[config.mk]
export PLATFORM = sky130hd
export DESIGN_NAME = led_press_fade_engine_unit_flat
export DESIGN_NICKNAME = d
export VERILOG_FILES = /design/src/rtl/lpfe_pkg.sv /design/src/rtl/lpfe_if.sv /design/src/rtl/led_press_fade_engine_unit.sv /design/src/rtl/lpfe_cfg_regs.sv /design/src/rtl/lpfe_ctrl.sv /design/src/rtl/lpfe_dpath.sv /design/src/flat_wrapper.sv
export SDC_FILE = /design/constraint.sdc
export NUM_CORES = 2
export LEC_CHECK = 0
export BUFFER_PORTS_ARGS = -buffer_cell sky130_fd_sc_hd__buf_2
export CAP_MARGIN = 20
export CELL_PAD_IN_SITES_DETAIL_PLACEMENT = 1
export CELL_PAD_IN_SITES_GLOBAL_PLACEMENT = 1
export CORE_AREA = 2 2 443 445
export DETAILED_ROUTE_END_ITERATION = 8
export DIE_AREA = 0 0 445 447
export PLACE_DENSITY_LB_ADDON = 0.1
export SLEW_MARGIN = 40
export SYNTH_ARGS = -nofsm -noshare
export SYNTH_HDL_FRONTEND = slang
export SYNTH_SLANG_ARGS = --single-unit
[constraint.sdc]
create_clock -name clk -period 13.09 [get_ports clk]
set_input_delay 0.6545 -clock clk [delete_from_list [all_inputs] [get_ports clk]]
set_output_delay 0.6545 -clock clk [all_outputs]
set_load 0.005 [all_outputs]
[src/rtl/lpfe_pkg.sv]
// lpfe_pkg: shared widths, codes and controller/datapath link types
// for the led press fade engine; no dependencies, compiled first
package lpfe_pkg;

  localparam int unsigned BUTTONS_DEF = 32;

  localparam int unsigned KIND_W    = 2;
  localparam int unsigned BTN_W     = 5;
  localparam int unsigned COLOR_W   = 24;
  localparam int unsigned CD_W      = 13;
  localparam int unsigned ELAPSED_W = 16;
  localparam int unsigned CH_W      = 8;
  localparam int unsigned LANES     = COLOR_W / CH_W;
  localparam int unsigned NUM_W     = CH_W + CD_W;
  localparam int unsigned STEP_W    = $clog2(CH_W);

  localparam int unsigned APB_AW = 3;
  localparam int unsigned APB_DW = 32;

  localparam logic [KIND_W-1:0] KIND_PRESS = 2'd0;
  localparam logic [KIND_W-1:0] KIND_TICK  = 2'd1;
  localparam logic [KIND_W-1:0] KIND_THEME = 2'd2;

  localparam logic REG_COOLDOWN = 1'b0;
  localparam logic REG_DEFAULT  = 1'b1;

  typedef struct packed {
    logic take;
    logic rd;
    logic calc;
    logic mul;
    logic div;
    logic emit;
  } lpfe_cmd_t;

  typedef struct packed {
    logic need_div;
    logic div_last;
    logic out_free;
    logic idx_last;
  } lpfe_sts_t;

endpackage

[src/rtl/lpfe_if.sv]
// lpfe_if: request and result channel interfaces (valid/ready plus payload)
// depends on lpfe_pkg for field widths
interface lpfe_in_if import lpfe_pkg::*; ();
  logic                 valid;
  logic                 ready;
  logic [KIND_W-1:0]    kind;
  logic [BTN_W-1:0]     button;
  logic [COLOR_W-1:0]   color_in;
  logic                 theme_present;
  logic [ELAPSED_W-1:0] elapsed_ms;

  modport source (output valid, kind, button, color_in, theme_present, elapsed_ms,
                  input ready);
  modport sink (input valid, kind, button, color_in, theme_present, elapsed_ms,
                output ready);
endinterface

interface lpfe_out_if import lpfe_pkg::*; ();
  logic               valid;
  logic               ready;
  logic [BTN_W-1:0]   out_button;
  logic [COLOR_W-1:0] out_color;
  logic               last;

  modport source (output valid, out_button, out_color, last, input ready);
  modport sink (input valid, out_button, out_color, last, output ready);
endinterface

[src/rtl/led_press_fade_engine_unit.sv]
// Press-and-fade LED color engine. A press or theme request is taken from idle and
// leaves the engine idle. A tick request is accepted and then walks the buttons one
// at a time through the single-port state memories in the steps read, calc, multiply
// and emit for a button that reports its default, theme or hit color; a button in
// mid-fade also passes an 8-step restoring divider (all three color channels in
// parallel) between multiply and emit. Emit waits while the result channel stalls.
// No new request is taken until the last result of the tick sits in the output
// register.
// depends on lpfe_pkg, lpfe_if, lpfe_cfg_regs, lpfe_ctrl, lpfe_dpath
module led_press_fade_engine_unit import lpfe_pkg::*; #(
  parameter int unsigned BUTTONS = BUTTONS_DEF
) (
  input  logic              clk,
  input  logic              rst_n,
  lpfe_in_if.sink           in_ch,
  lpfe_out_if.source        out_ch,
  input  logic              psel,
  input  logic              penable,
  input  logic              pwrite,
  input  logic [APB_AW-1:0] paddr,
  input  logic [APB_DW-1:0] pwdata,
  output logic [APB_DW-1:0] prdata,
  output logic              pready
);

  logic [CD_W-1:0]    cooldown;
  logic [COLOR_W-1:0] default_color;
  lpfe_cmd_t          cmd;
  lpfe_sts_t          sts;
  logic               in_ready;

  lpfe_cfg_regs u_cfg (
    .clk           (clk),
    .rst_n         (rst_n),
    .psel          (psel),
    .penable       (penable),
    .pwrite        (pwrite),
    .paddr         (paddr),
    .pwdata        (pwdata),
    .prdata        (prdata),
    .pready        (pready),
    .cooldown      (cooldown),
    .default_color (default_color)
  );

  lpfe_ctrl u_ctrl (
    .clk      (clk),
    .rst_n    (rst_n),
    .in_valid (in_ch.valid),
    .in_kind  (in_ch.kind),
    .in_ready (in_ready),
    .cmd_o    (cmd),
    .sts_i    (sts)
  );

  assign in_ch.ready = in_ready;

  lpfe_dpath #(
    .BUTTONS (BUTTONS)
  ) u_dpath (
    .clk              (clk),
    .rst_n            (rst_n),
    .cmd_i            (cmd),
    .sts_o            (sts),
    .cooldown         (cooldown),
    .default_color    (default_color),
    .in_kind          (in_ch.kind),
    .in_button        (in_ch.button),
    .in_color         (in_ch.color_in),
    .in_theme_present (in_ch.theme_present),
    .in_elapsed       (in_ch.elapsed_ms),
    .out_valid        (out_ch.valid),
    .out_button       (out_ch.out_button),
    .out_color        (out_ch.out_color),
    .out_last         (out_ch.last),
    .out_ready        (out_ch.ready)
  );

endmodule

[src/rtl/lpfe_cfg_regs.sv]
// lpfe_cfg_regs: apb register block holding cooldown and default color
// depends on lpfe_pkg
module lpfe_cfg_regs import lpfe_pkg::*; (
  input  logic                clk,
  input  logic                rst_n,
  input  logic                psel,
  input  logic                penable,
  input  logic                pwrite,
  input  logic [APB_AW-1:0]   paddr,
  input  logic [APB_DW-1:0]   pwdata,
  output logic [APB_DW-1:0]   prdata,
  output logic                pready,
  output logic [CD_W-1:0]     cooldown,
  output logic [COLOR_W-1:0]  default_color
);

  logic [CD_W-1:0]    cooldown_r;
  logic [COLOR_W-1:0] default_r;
  logic               reg_idx;
  logic               wr_en;

  assign reg_idx = paddr[2];
  assign pready  = 1'b1;
  assign wr_en   = psel && penable && pwrite && pready;

  always_ff @(posedge clk) begin
    if (!rst_n) begin
      cooldown_r <= '0;
      default_r  <= '0;
    end else if (wr_en) begin
      unique case (reg_idx)
        REG_COOLDOWN: cooldown_r <= pwdata[CD_W-1:0];
        REG_DEFAULT:  default_r  <= pwdata[COLOR_W-1:0];
        default: ;
      endcase
    end
  end

  always_comb begin
    unique case (reg_idx)
      REG_COOLDOWN: prdata = APB_DW'(cooldown_r);
      REG_DEFAULT:  prdata = APB_DW'(default_r);
      default:      prdata = '0;
    endcase
  end

  assign cooldown      = cooldown_r;
  assign default_color = default_r;

endmodule

[src/rtl/lpfe_ctrl.sv]
// lpfe_ctrl: sequencer that walks the buttons on a tick and steps the divider
// depends on lpfe_pkg; drives lpfe_dpath through lpfe_cmd_t
module lpfe_ctrl import lpfe_pkg::*; (
  input  logic              clk,
  input  logic              rst_n,
  input  logic              in_valid,
  input  logic [KIND_W-1:0] in_kind,
  output logic              in_ready,
  output lpfe_cmd_t         cmd_o,
  input  lpfe_sts_t         sts_i
);

  typedef enum logic [2:0] {
    S_IDLE,
    S_RD,
    S_CALC,
    S_MUL,
    S_DIV,
    S_EMIT
  } state_t;

  state_t state_r;
  state_t state_nxt;

  always_ff @(posedge clk) begin
    if (!rst_n) begin
      state_r <= S_IDLE;
    end else begin
      state_r <= state_nxt;
    end
  end

  assign in_ready = (state_r == S_IDLE);

  always_comb begin
    state_nxt = state_r;
    cmd_o     = '0;
    unique case (state_r)
      S_IDLE: begin
        cmd_o.take = in_valid;
        if (in_valid && in_kind == KIND_TICK) state_nxt = S_RD;
      end
      S_RD: begin
        cmd_o.rd  = 1'b1;
        state_nxt = S_CALC;
      end
      S_CALC: begin
        cmd_o.calc = 1'b1;
        state_nxt  = S_MUL;
      end
      S_MUL: begin
        cmd_o.mul = 1'b1;
        state_nxt = sts_i.need_div ? S_DIV : S_EMIT;
      end
      S_DIV: begin
        cmd_o.div = 1'b1;
        if (sts_i.div_last) state_nxt = S_EMIT;
      end
      S_EMIT: begin
        cmd_o.emit = sts_i.out_free;
        if (sts_i.out_free) state_nxt = sts_i.idx_last ? S_IDLE : S_RD;
      end
      default: state_nxt = S_IDLE;
    endcase
  end

  // a result is only loaded into a free output register
  a_emit_free: assert property (@(posedge clk) disable iff (!rst_n)
    cmd_o.emit |-> sts_i.out_free)
    else $error("result loaded over a pending one");

  // the final button of a run returns to taking requests
  a_last_idle: assert property (@(posedge clk) disable iff (!rst_n)
    (cmd_o.emit && sts_i.idx_last) |=> in_ready)
    else $error("run did not end after last button");

  // divider keeps stepping until its final step
  a_div_hold: assert property (@(posedge clk) disable iff (!rst_n)
    (state_r == S_DIV && !sts_i.div_last) |=> (state_r == S_DIV))
    else $error("divider left early");

  // an accepted tick starts the walk at once
  a_tick_start: assert property (@(posedge clk) disable iff (!rst_n)
    (cmd_o.take && in_kind == KIND_TICK) |=> (state_r == S_RD && !in_ready))
    else $error("tick did not start a run");

endmodule

[src/rtl/lpfe_dpath.sv]
// lpfe_dpath: per-button state memories, timer update, blend multiply,
// restoring divider and output register; depends on lpfe_pkg
module lpfe_dpath import lpfe_pkg::*; #(
  parameter int unsigned BUTTONS = BUTTONS_DEF
) (
  input  logic                 clk,
  input  logic                 rst_n,
  input  lpfe_cmd_t            cmd_i,
  output lpfe_sts_t            sts_o,
  input  logic [CD_W-1:0]      cooldown,
  input  logic [COLOR_W-1:0]   default_color,
  input  logic [KIND_W-1:0]    in_kind,
  input  logic [BTN_W-1:0]     in_button,
  input  logic [COLOR_W-1:0]   in_color,
  input  logic                 in_theme_present,
  input  logic [ELAPSED_W-1:0] in_elapsed,
  output logic                 out_valid,
  output logic [BTN_W-1:0]     out_button,
  output logic [COLOR_W-1:0]   out_color,
  output logic                 out_last,
  input  logic                 out_ready
);

  localparam int unsigned IDX_W = (BUTTONS > 1) ? $clog2(BUTTONS) : 1;
  localparam logic [IDX_W-1:0] IDX_LAST = IDX_W'(BUTTONS - 1);

  typedef enum logic [1:0] {
    MODE_DEF,
    MODE_THM,
    MODE_HIT,
    MODE_MIX
  } mode_t;

  // state memories
  logic [CD_W-1:0]    rem_mem [BUTTONS];
  logic [COLOR_W-1:0] hit_mem [BUTTONS];
  logic [COLOR_W-1:0] thm_mem [BUTTONS];
  logic [BUTTONS-1:0] press_vld_r;
  logic [BUTTONS-1:0] thm_vld_r;

  logic [IDX_W-1:0]     idx_r;
  logic [ELAPSED_W-1:0] elapsed_r;

  logic [CD_W-1:0]    rem_q;
  logic [COLOR_W-1:0] hit_q;
  logic [COLOR_W-1:0] thm_q;
  logic               pv_q;
  logic               tv_q;

  logic [CD_W-1:0]    t_r;
  logic [COLOR_W-1:0] hit_r;
  logic [COLOR_W-1:0] thm_r;
  mode_t              mode_r;

  logic [NUM_W-1:0]   num_r [LANES];
  logic [CH_W-1:0]    q_r   [LANES];
  logic [STEP_W-1:0]  step_r;

  logic               out_vld_r;
  logic [BTN_W-1:0]   out_button_r;
  logic [COLOR_W-1:0] out_color_r;
  logic               out_last_r;

  logic [IDX_W+BTN_W-1:0] btn_ext;
  logic [IDX_W+BTN_W-1:0] idx_ext;
  logic [IDX_W-1:0]       wr_idx;
  logic                   in_range;
  logic                   is_press;
  logic                   is_theme;
  logic                   is_tick;
  logic [ELAPSED_W-1:0]   rem_ext;
  logic [ELAPSED_W-1:0]   rem_diff;
  logic [CD_W-1:0]        t_calc;
  mode_t                  mode_calc;
  logic [CD_W-1:0]        t_inv;
  logic [NUM_W-1:0]       num_mul [LANES];
  logic [NUM_W-1:0]       dsh;
  logic                   ge      [LANES];
  logic [COLOR_W-1:0]     mix_color;
  logic [COLOR_W-1:0]     sel_color;

  assign btn_ext  = (IDX_W + BTN_W)'(in_button);
  assign idx_ext  = (IDX_W + BTN_W)'(idx_r);
  assign wr_idx   = btn_ext[IDX_W-1:0];
  assign in_range = (32'(in_button) < 32'(BUTTONS));
  assign is_press = cmd_i.take && (in_kind == KIND_PRESS) && in_range;
  assign is_theme = cmd_i.take && (in_kind == KIND_THEME) && in_range;
  assign is_tick  = cmd_i.take && (in_kind == KIND_TICK);

  // timer update, saturating at zero; an unpressed button reads as zero
  assign rem_ext  = ELAPSED_W'(rem_q);
  assign rem_diff = rem_ext - elapsed_r;
  assign t_calc   = (pv_q && rem_ext > elapsed_r) ? rem_diff[CD_W-1:0] : '0;

  always_comb begin
    priority if (!tv_q)           mode_calc = MODE_DEF;
    else if (t_calc == '0)        mode_calc = MODE_THM;
    else if (t_calc >= cooldown)  mode_calc = MODE_HIT;
    else                          mode_calc = MODE_MIX;
  end

  assign t_inv = cooldown - t_r;
  assign dsh   = NUM_W'(cooldown) << (STEP_W'(CH_W - 1) - step_r);

  always_comb begin
    for (int j = 0; j < LANES; j++) begin
      num_mul[j] = NUM_W'(hit_r[j*CH_W +: CH_W]) * NUM_W'(t_r)
                 + NUM_W'(thm_r[j*CH_W +: CH_W]) * NUM_W'(t_inv);
      ge[j]      = (num_r[j] >= dsh);
      mix_color[j*CH_W +: CH_W] = q_r[j];
    end
  end

  always_comb begin
    unique case (mode_r)
      MODE_DEF: sel_color = default_color;
      MODE_THM: sel_color = thm_r;
      MODE_HIT: sel_color = hit_r;
      MODE_MIX: sel_color = mix_color;
      default:  sel_color = default_color;
    endcase
  end

  // memories
  always_ff @(posedge clk) begin
    if (is_press) begin
      rem_mem[wr_idx] <= cooldown;
    end else if (cmd_i.calc && pv_q) begin
      rem_mem[idx_r] <= t_calc;
    end
    if (is_press) hit_mem[wr_idx] <= in_color;
    if (is_theme && in_theme_present) thm_mem[wr_idx] <= in_color;
    if (cmd_i.rd) begin
      rem_q <= rem_mem[idx_r];
      hit_q <= hit_mem[idx_r];
      thm_q <= thm_mem[idx_r];
      pv_q  <= press_vld_r[idx_r];
      tv_q  <= thm_vld_r[idx_r];
    end
  end

  // datapath payload
  always_ff @(posedge clk) begin
    if (is_tick) elapsed_r <= in_elapsed;
    if (cmd_i.calc) begin
      t_r    <= t_calc;
      hit_r  <= pv_q ? hit_q : '0;
      thm_r  <= thm_q;
      mode_r <= mode_calc;
    end
    for (int j = 0; j < LANES; j++) begin
      if (cmd_i.mul) begin
        num_r[j] <= num_mul[j];
        q_r[j]   <= '0;
      end else if (cmd_i.div) begin
        if (ge[j]) num_r[j] <= num_r[j] - dsh;
        q_r[j] <= {q_r[j][CH_W-2:0], ge[j]};
      end
    end
    if (cmd_i.emit) begin
      out_button_r <= idx_ext[BTN_W-1:0];
      out_color_r  <= sel_color;
      out_last_r   <= (idx_r == IDX_LAST);
    end
  end

  // control state
  always_ff @(posedge clk) begin
    if (!rst_n) begin
      press_vld_r <= '0;
      thm_vld_r   <= '0;
      idx_r       <= '0;
      step_r      <= '0;
      out_vld_r   <= 1'b0;
    end else begin
      if (is_press) press_vld_r[wr_idx] <= 1'b1;
      if (is_theme) thm_vld_r[wr_idx] <= in_theme_present;
      if (is_tick) begin
        idx_r <= '0;
      end else if (cmd_i.emit) begin
        idx_r <= idx_r + 1'b1;
      end
      if (cmd_i.mul) begin
        step_r <= '0;
      end else if (cmd_i.div) begin
        step_r <= step_r + 1'b1;
      end
      if (cmd_i.emit) begin
        out_vld_r <= 1'b1;
      end else if (out_ready) begin
        out_vld_r <= 1'b0;
      end
    end
  end

  assign sts_o.need_div = (mode_r == MODE_MIX);
  assign sts_o.div_last = (step_r == STEP_W'(CH_W - 1));
  assign sts_o.out_free = !out_vld_r || out_ready;
  assign sts_o.idx_last = (idx_r == IDX_LAST);

  assign out_valid  = out_vld_r;
  assign out_button = out_button_r;
  assign out_color  = out_color_r;
  assign out_last   = out_last_r;

endmodule

[src/flat_wrapper.sv]
// flat-port wrapper written by rule: the top's interface ports become plain ports
module led_press_fade_engine_unit_flat import lpfe_pkg::*;
#(
  parameter int unsigned BUTTONS = BUTTONS_DEF
)
  (clk, rst_n, psel, penable, pwrite, paddr, pwdata, prdata, pready, in_ch_valid, in_ch_kind, in_ch_button, in_ch_color_in, in_ch_theme_present, in_ch_elapsed_ms, in_ch_ready, out_ch_valid, out_ch_out_button, out_ch_out_color, out_ch_last, out_ch_ready);
  lpfe_in_if in_ch_i ();
  lpfe_out_if out_ch_i ();
  input  logic clk;
  input  logic rst_n;
  input  logic psel;
  input  logic penable;
  input  logic pwrite;
  input  logic [APB_AW-1:0] paddr;
  input  logic [APB_DW-1:0] pwdata;
  output logic [APB_DW-1:0] prdata;
  output logic pready;
  input wire logic [$bits(in_ch_i.valid)-1:0] in_ch_valid;
  input wire logic [$bits(in_ch_i.kind)-1:0] in_ch_kind;
  input wire logic [$bits(in_ch_i.button)-1:0] in_ch_button;
  input wire logic [$bits(in_ch_i.color_in)-1:0] in_ch_color_in;
  input wire logic [$bits(in_ch_i.theme_present)-1:0] in_ch_theme_present;
  input wire logic [$bits(in_ch_i.elapsed_ms)-1:0] in_ch_elapsed_ms;
  output wire logic [$bits(in_ch_i.ready)-1:0] in_ch_ready;
  output wire logic [$bits(out_ch_i.valid)-1:0] out_ch_valid;
  output wire logic [$bits(out_ch_i.out_button)-1:0] out_ch_out_button;
  output wire logic [$bits(out_ch_i.out_color)-1:0] out_ch_out_color;
  output wire logic [$bits(out_ch_i.last)-1:0] out_ch_last;
  input wire logic [$bits(out_ch_i.ready)-1:0] out_ch_ready;
  assign in_ch_i.valid = in_ch_valid;
  assign in_ch_i.kind = in_ch_kind;
  assign in_ch_i.button = in_ch_button;
  assign in_ch_i.color_in = in_ch_color_in;
  assign in_ch_i.theme_present = in_ch_theme_present;
  assign in_ch_i.elapsed_ms = in_ch_elapsed_ms;
  assign in_ch_ready = in_ch_i.ready;
  assign out_ch_valid = out_ch_i.valid;
  assign out_ch_out_button = out_ch_i.out_button;
  assign out_ch_out_color = out_ch_i.out_color;
  assign out_ch_last = out_ch_i.last;
  assign out_ch_i.ready = out_ch_ready;
  led_press_fade_engine_unit #(.BUTTONS(BUTTONS)) u_core (.clk(clk), .rst_n(rst_n), .in_ch(in_ch_i), .out_ch(out_ch_i), .psel(psel), .penable(penable), .pwrite(pwrite), .paddr(paddr), .pwdata(pwdata), .prdata(prdata), .pready(pready));
endmodule
### Yosys cells after proc, flatten, opt, wreduce, memory -nomap -nowiden

Memories as Yosys holds them, arrays and structs flattened. A register that Yosys moved wholly into a read port is not among the register bits.
Index checks and enable logic that the tools add are counted.

* output and inout port bits: 65
* bits in writable memories: 2039
* word-level logic and storage cells: 158
* bits of input ports: 90
* memories: 5
* register bits: 224

* eq/ne operators: 15
* shift-type cells: 1
* magnitude comparators: 8
* bitwise gates (word level): 10
* $mul: 6
* $add $sub $neg: 11
* reduce and logical (&&, ||, !) cells: 24
* multiplexer cells: 59

Memory list
* u_core.u_dpath.hit_mem: words 32, bits a word 24, rd ports 1, clocked after memory_dff 1, wr ports 1, RTL line lpfe_dpath.sv:36 `logic [COLOR_W-1:0] hit_mem [BUTTONS];`
* u_core.u_dpath.thm_mem: words 32, bits a word 24, rd ports 1, clocked after memory_dff 1, wr ports 1, RTL line lpfe_dpath.sv:37 `logic [COLOR_W-1:0] thm_mem [BUTTONS];`
* u_core.u_dpath.rem_mem: words 32, bits a word 13, rd ports 1, clocked after memory_dff 1, wr ports 1, RTL line lpfe_dpath.sv:35 `logic [CD_W-1:0] rem_mem [BUTTONS];`
* u_core.u_dpath.num_r: words 3, bits a word 21, rd ports 3, clocked after memory_dff 0, wr ports 3, RTL line lpfe_dpath.sv:55 `logic [NUM_W-1:0] num_r [LANES];`
* u_core.u_dpath.q_r: words 3, bits a word 8, rd ports 3, clocked after memory_dff 0, wr ports 3, RTL line lpfe_dpath.sv:56 `logic [CH_W-1:0] q_r [LANES];`

Operators with widths (count)
* 8-bit by 13-bit multiplier with 21-bit output: 6
* 24-bit case mux with 4 select lines: 1
* 32-bit case mux with 2 select lines: 1
* 21-bit adder: 3
* 21-bit greater-or-equal comparator: 3
* 21-bit 2-to-1 mux: 3
* 21-bit subtractor: 3
* 1-bit 2-to-1 mux: 40
* 32-bit bitwise mux: 1
* 32-bit OR: 1
* 13-bit 2-to-1 mux: 2
* 13-bit subtractor: 2
* 8-bit 2-to-1 mux: 3
* 13-bit by 3-bit left shift with 21-bit output: 1
* 3-bit case mux with 6 select lines: 1
* 13-bit by 16-bit > comparator with 1-bit output: 1
* 13-bit greater-or-equal comparator: 1
* 13-bit zero test: 1
* 13-bit OR reduction: 1
* 5-bit by 6-bit < comparator with 1-bit output (second input constant): 2
* 1-bit binary-select mux with 5-bit select: 2
* 1-bit logical AND: 10
* 3-bit equality test (second input constant): 3
* 3-bit 2-to-1 mux: 3
* 23 further kinds: 39

### Logic depth before layout (Yosys ltp)

* depth in word-level cells: 8
* mapped depth: 34
* mapped depth without buffers: 33

### Hierarchy

From an unflattened synthesis, not the netlist that was laid out.

* cells, all modules: 6906
* area, all modules: 114018.1 um^2

Modules (own cells, without submodules)
* lpfe_dpath: sequential area each 67855.1 um^2, times used 1, cells each 6693, area an instance 112008.7 um^2
* lpfe_cfg_regs: sequential area each 740.7 um^2, times used 1, cells each 185, area an instance 1761.7 um^2
* lpfe_ctrl: sequential area each 60.1 um^2, times used 1, cells each 28, area an instance 247.7 um^2

### Least setup slack after synthesis

No wires, ideal clock.

* path kind: register to register
* from: register u_core.u_ctrl.state_r[1]
* to: memory u_core.u_dpath.rem_mem[0][2] (data pin)
* setup slack: 4.747 ns
* stages on the path, launching flop included: 7
* library setup time: 0.468 ns
* data required time: 12.622 ns
* path buffers: 3
* clock period less this slack: 8.343 ns
* data arrival time: 7.876 ns
* cell sequence: dfxtp_1 clkbuf_1 nor3b_1 nand2_1 clkbuf_1 clkbuf_1 o31ai_1

* word-level cells in the longest chain between the ends: 8
* elaborated cells between the ends (all ways): 11
* those cells by class: eq/ne: 1; mux: 6; reduce/logical: 4

Ends and longest elaborated chain
* from (decl): RTL line lpfe_ctrl.sv:22 `state_t state_r;`
* from (signal assigned): RTL line lpfe_ctrl.sv:29 `state_r <= state_nxt;`
* 3-bit by 2-bit equality test with 1-bit output: RTL line lpfe_ctrl.sv:38 `unique case (state_r)`
* 1-bit 2-to-1 mux: RTL line lpfe_ctrl.sv:38
* 1-bit logical AND: RTL line lpfe_dpath.sv:128 `end else if (cmd_i.calc && pv_q) begin`
* 1-bit 2-to-1 mux: RTL line lpfe_dpath.sv:128
* 1-bit 2-to-1 mux (*): RTL line lpfe_dpath.sv:126 `if (is_press) begin`
* 1-bit 2-to-1 mux (implied by the code) (*): RTL line lpfe_dpath.sv:129 `rem_mem[idx_r] <= t_calc;`
* 13-bit OR reduction (no line) (*)
* 13-bit 2-to-1 mux (no line) (*)
* to (decl): RTL line lpfe_dpath.sv:35

Mark *: on every way between the ends. The rest lies on a longest branch, timed or not.

==> impl_metrics.yaml <==
run_status:
  status: "complete, no violations"
global_route:
  grt_busiest_layer: "met2"
  first_global_vias: 70500
  grt_pass1_wl_um: 504000
  grt_use_met1: 0.459
  grtUsageMet3: 0.0570
  overflow: 0
  use_met2: 0.585
  grt_util_all_layers: 0.358
  grt_max_degree: 98
  antenna_found_initial: 24
clock_tree:
  postCtsSetupBuffers: 0
  clk_latency_ns: 0.91
  cts_root_buf: "clkbuf_16"
  clk_pin_slew_ns: 0.06
  htree_levels: 4
  cts_resized: 0
  cts_tree: "yes"
  cts.sinks: 2324
  hold_buffers: 22
  cts.path.max_buffers: 3
  cts-buffers-inserted: 222
sta:
  setup_viol: 0
  max_slew_margin: 0.380
  layout_worst_path_cycle_share: 0.729
  max_clock_freq_ghz: 0.105
  finalHoldViolCount: 0
  drv_slew: 0
  tns_ns: 0
  tightest_slew_ns: 0.930
  rsz0062_at_grt: "false"
  skew_ns: 0.0590
  fin_crit_ns: 9.54
finish:
  multiInputGateArea_um2: 42400
  areaGrowthSynthToFinish_pct: 13.2
  regArea_um2: 68700
  nFillCells: 16600
  layout_commonest_cell: "edfxtp_1"
  final_cell_mix: "edfxtp_1 (2211), mux4_2 (658), inv_1 (651), nand2_1 (536), fa_1 (503)"
  drive_gt1_frac: 0.221
  layout.nets: 8093
synthesis:
  yosys_warnings: 0
  synth_edf_count: 2211
  synth_xor_area_frac: 0.00923
  async_reset_ff_frac: 0
  synthMuxAreaShare: 0.143
  yosys.area_share.simple: 0.0560
  synthCells: 6909
  syn-cell-area_um2: 114000
  synth_top_family_by_area: "multiplexers"
  yosysSeqAreaShare: 0.603
  ys_seq_elements: 2324
  synth_fa_ha_area_frac: 0.122
  synthFlopType: "edfxtp_1"
  ys_types: 87
  synth_compound_area_frac: 0.0324
  postSynthAreaPerCell_um2: 16.5
placement:
  port_buffers: 135
  place.gp.congestion: 0.940
  place_hpwl_um: 218000
floorplanning:
  rows: 162
  die_y_um: 447
  io-pin-count: 155
  die_area_um2: 199000
  core-area_um2: 194000
  die_w_um: 445
  start_util: 0.586
setup_path:
  cp.required_ns: 13.67
  cp_slowest_stage_delay_ns: 0.79
  crit_type: "reg2reg"
  slowest_stage: "dfxtp_1"
  cp_max_fo: 16
  crit_arrival_ns: 10.12
  crit_start: "u_core.u_cfg.cooldown[0]"
  cp-end-kind: "flop"
  r2r-start: "u_core.u_cfg.cooldown[0]"
  rrSetupSlack_ns: 3.55
  cp_common_cell: "fa_1"
  cp-start-kind: "flop"
drt:
  vias: 65500
  routed_wirelength_um: 349000
  detail_route.wl_per_cell_um: 35.1
  drt_iter0_drc: 7098
  dr.pass1.iters: 5
  drtAntennaViolNets: 0
  drc_errors: 0
  vias_per_cell: 6.60
hold_path:
  holdCritPathClass: "in2reg"
  min_from: "pwdata[22]"
run:
  cap_viol_max_count: 0
-- layout make-up --
type	instances	share of cell area
Multi-Input combinational cell	3596	0.329
Antenna cell	8	0.000155
Clock buffer	265	0.0445
Sequential cell	2324	0.533
Inverter	653	0.0190
Clock inverter	150	0.0135
Timing Repair Buffer	397	0.0363
Tap cell	2542	0.0247
-- cells in the mapped netlist (all sizes together) (48+ instances only) --
cell type,n,share of area
a21o,49,0.0032
a21oi,113,0.0050
and2,269,0.015
buf,94,0.0045
clkbuf,249,0.0082
dfxtp,113,0.020
edfxtp,2211,0.58
fa,503,0.088
ha,306,0.034
inv,652,0.021
mux2,87,0.0086
mux2i,48,0.0042
mux4,658,0.13
nand2,543,0.018
nand2b,56,0.0031
nor2,212,0.0070
nor2b,62,0.0035
o21a,117,0.0077
o21ai,91,0.0041
xnor2,69,0.0053
xor2,51,0.0039
-- critical path, delay by kind of cell (launching register included) --
family          cells  cell delay [ns]
xor+xnor            2             0.82
fa+ha+maj           9             3.99
buf+inv             3             0.79
flops               1             0.79
simple gates        4             0.84
compound gates     10             2.02
-- per-stage QoR --
stage / hold WS, ns / setup WS [ns] / utilization / std cells / area [um2]
after floorplan: 0.400 / 4.75 / - / 6916 / 114000
after global placement: 0.406 / 3.69 / 0.607 / 9349 / 118000
after detailed placement: 0.412 / 3.64 / 0.624 / 9487 / 121000
after CTS: 0.00166 / 3.63 / 0.663 / 9924 / 129000
after global routing: 0.0585 / 3.16 / 0.664 / 9931 / 129000
final: 0.0567 / 3.55 / 0.664 / 9935 / 129000
-- final timing paths --
check	to	depth (start not counted)
setup / recovery	u_core.u_dpath.num_r[1][19]	28
hold / removal	u_core.u_cfg.default_color[22]	3
setup reg to reg	u_core.u_dpath.num_r[1][19]	28
hold reg to reg	u_core.u_dpath.thm_r[9]	0
-- per-layer routing --
layer | wire, um | up-vias
li1 | - | 26200
met3 | 26500 | 963
met4 | 23100 | 18
met2 | 171000 | 3689
met1 | 128000 | 34700
met5 | 144 | -
-- sequential cells by signal (all words and copies together), names as in the netlist, 32 cells and up --
register	cells
u_core.u_dpath.thm_mem	768
u_core.u_dpath.thm_vld_r	32
u_core.u_dpath.press_vld_r	32
u_core.u_dpath.rem_mem	416
u_core.u_dpath.hit_mem	768
u_core.u_dpath.num_r	63
-- cells by family after synthesis --
| family | after synthesis |
|---|---|
| compound gates | 540 |
| xor+xnor | 120 |
| fa+ha+maj | 809 |
| buf+inv | 996 |
| flops | 2324 |
| mux | 793 |
| other cells | 2 |
| simple gates | 1325 |
Power is left out: the tool's default activity adds up to more than one toggle a clock period on the data nets, which glitch-free logic cannot reach.
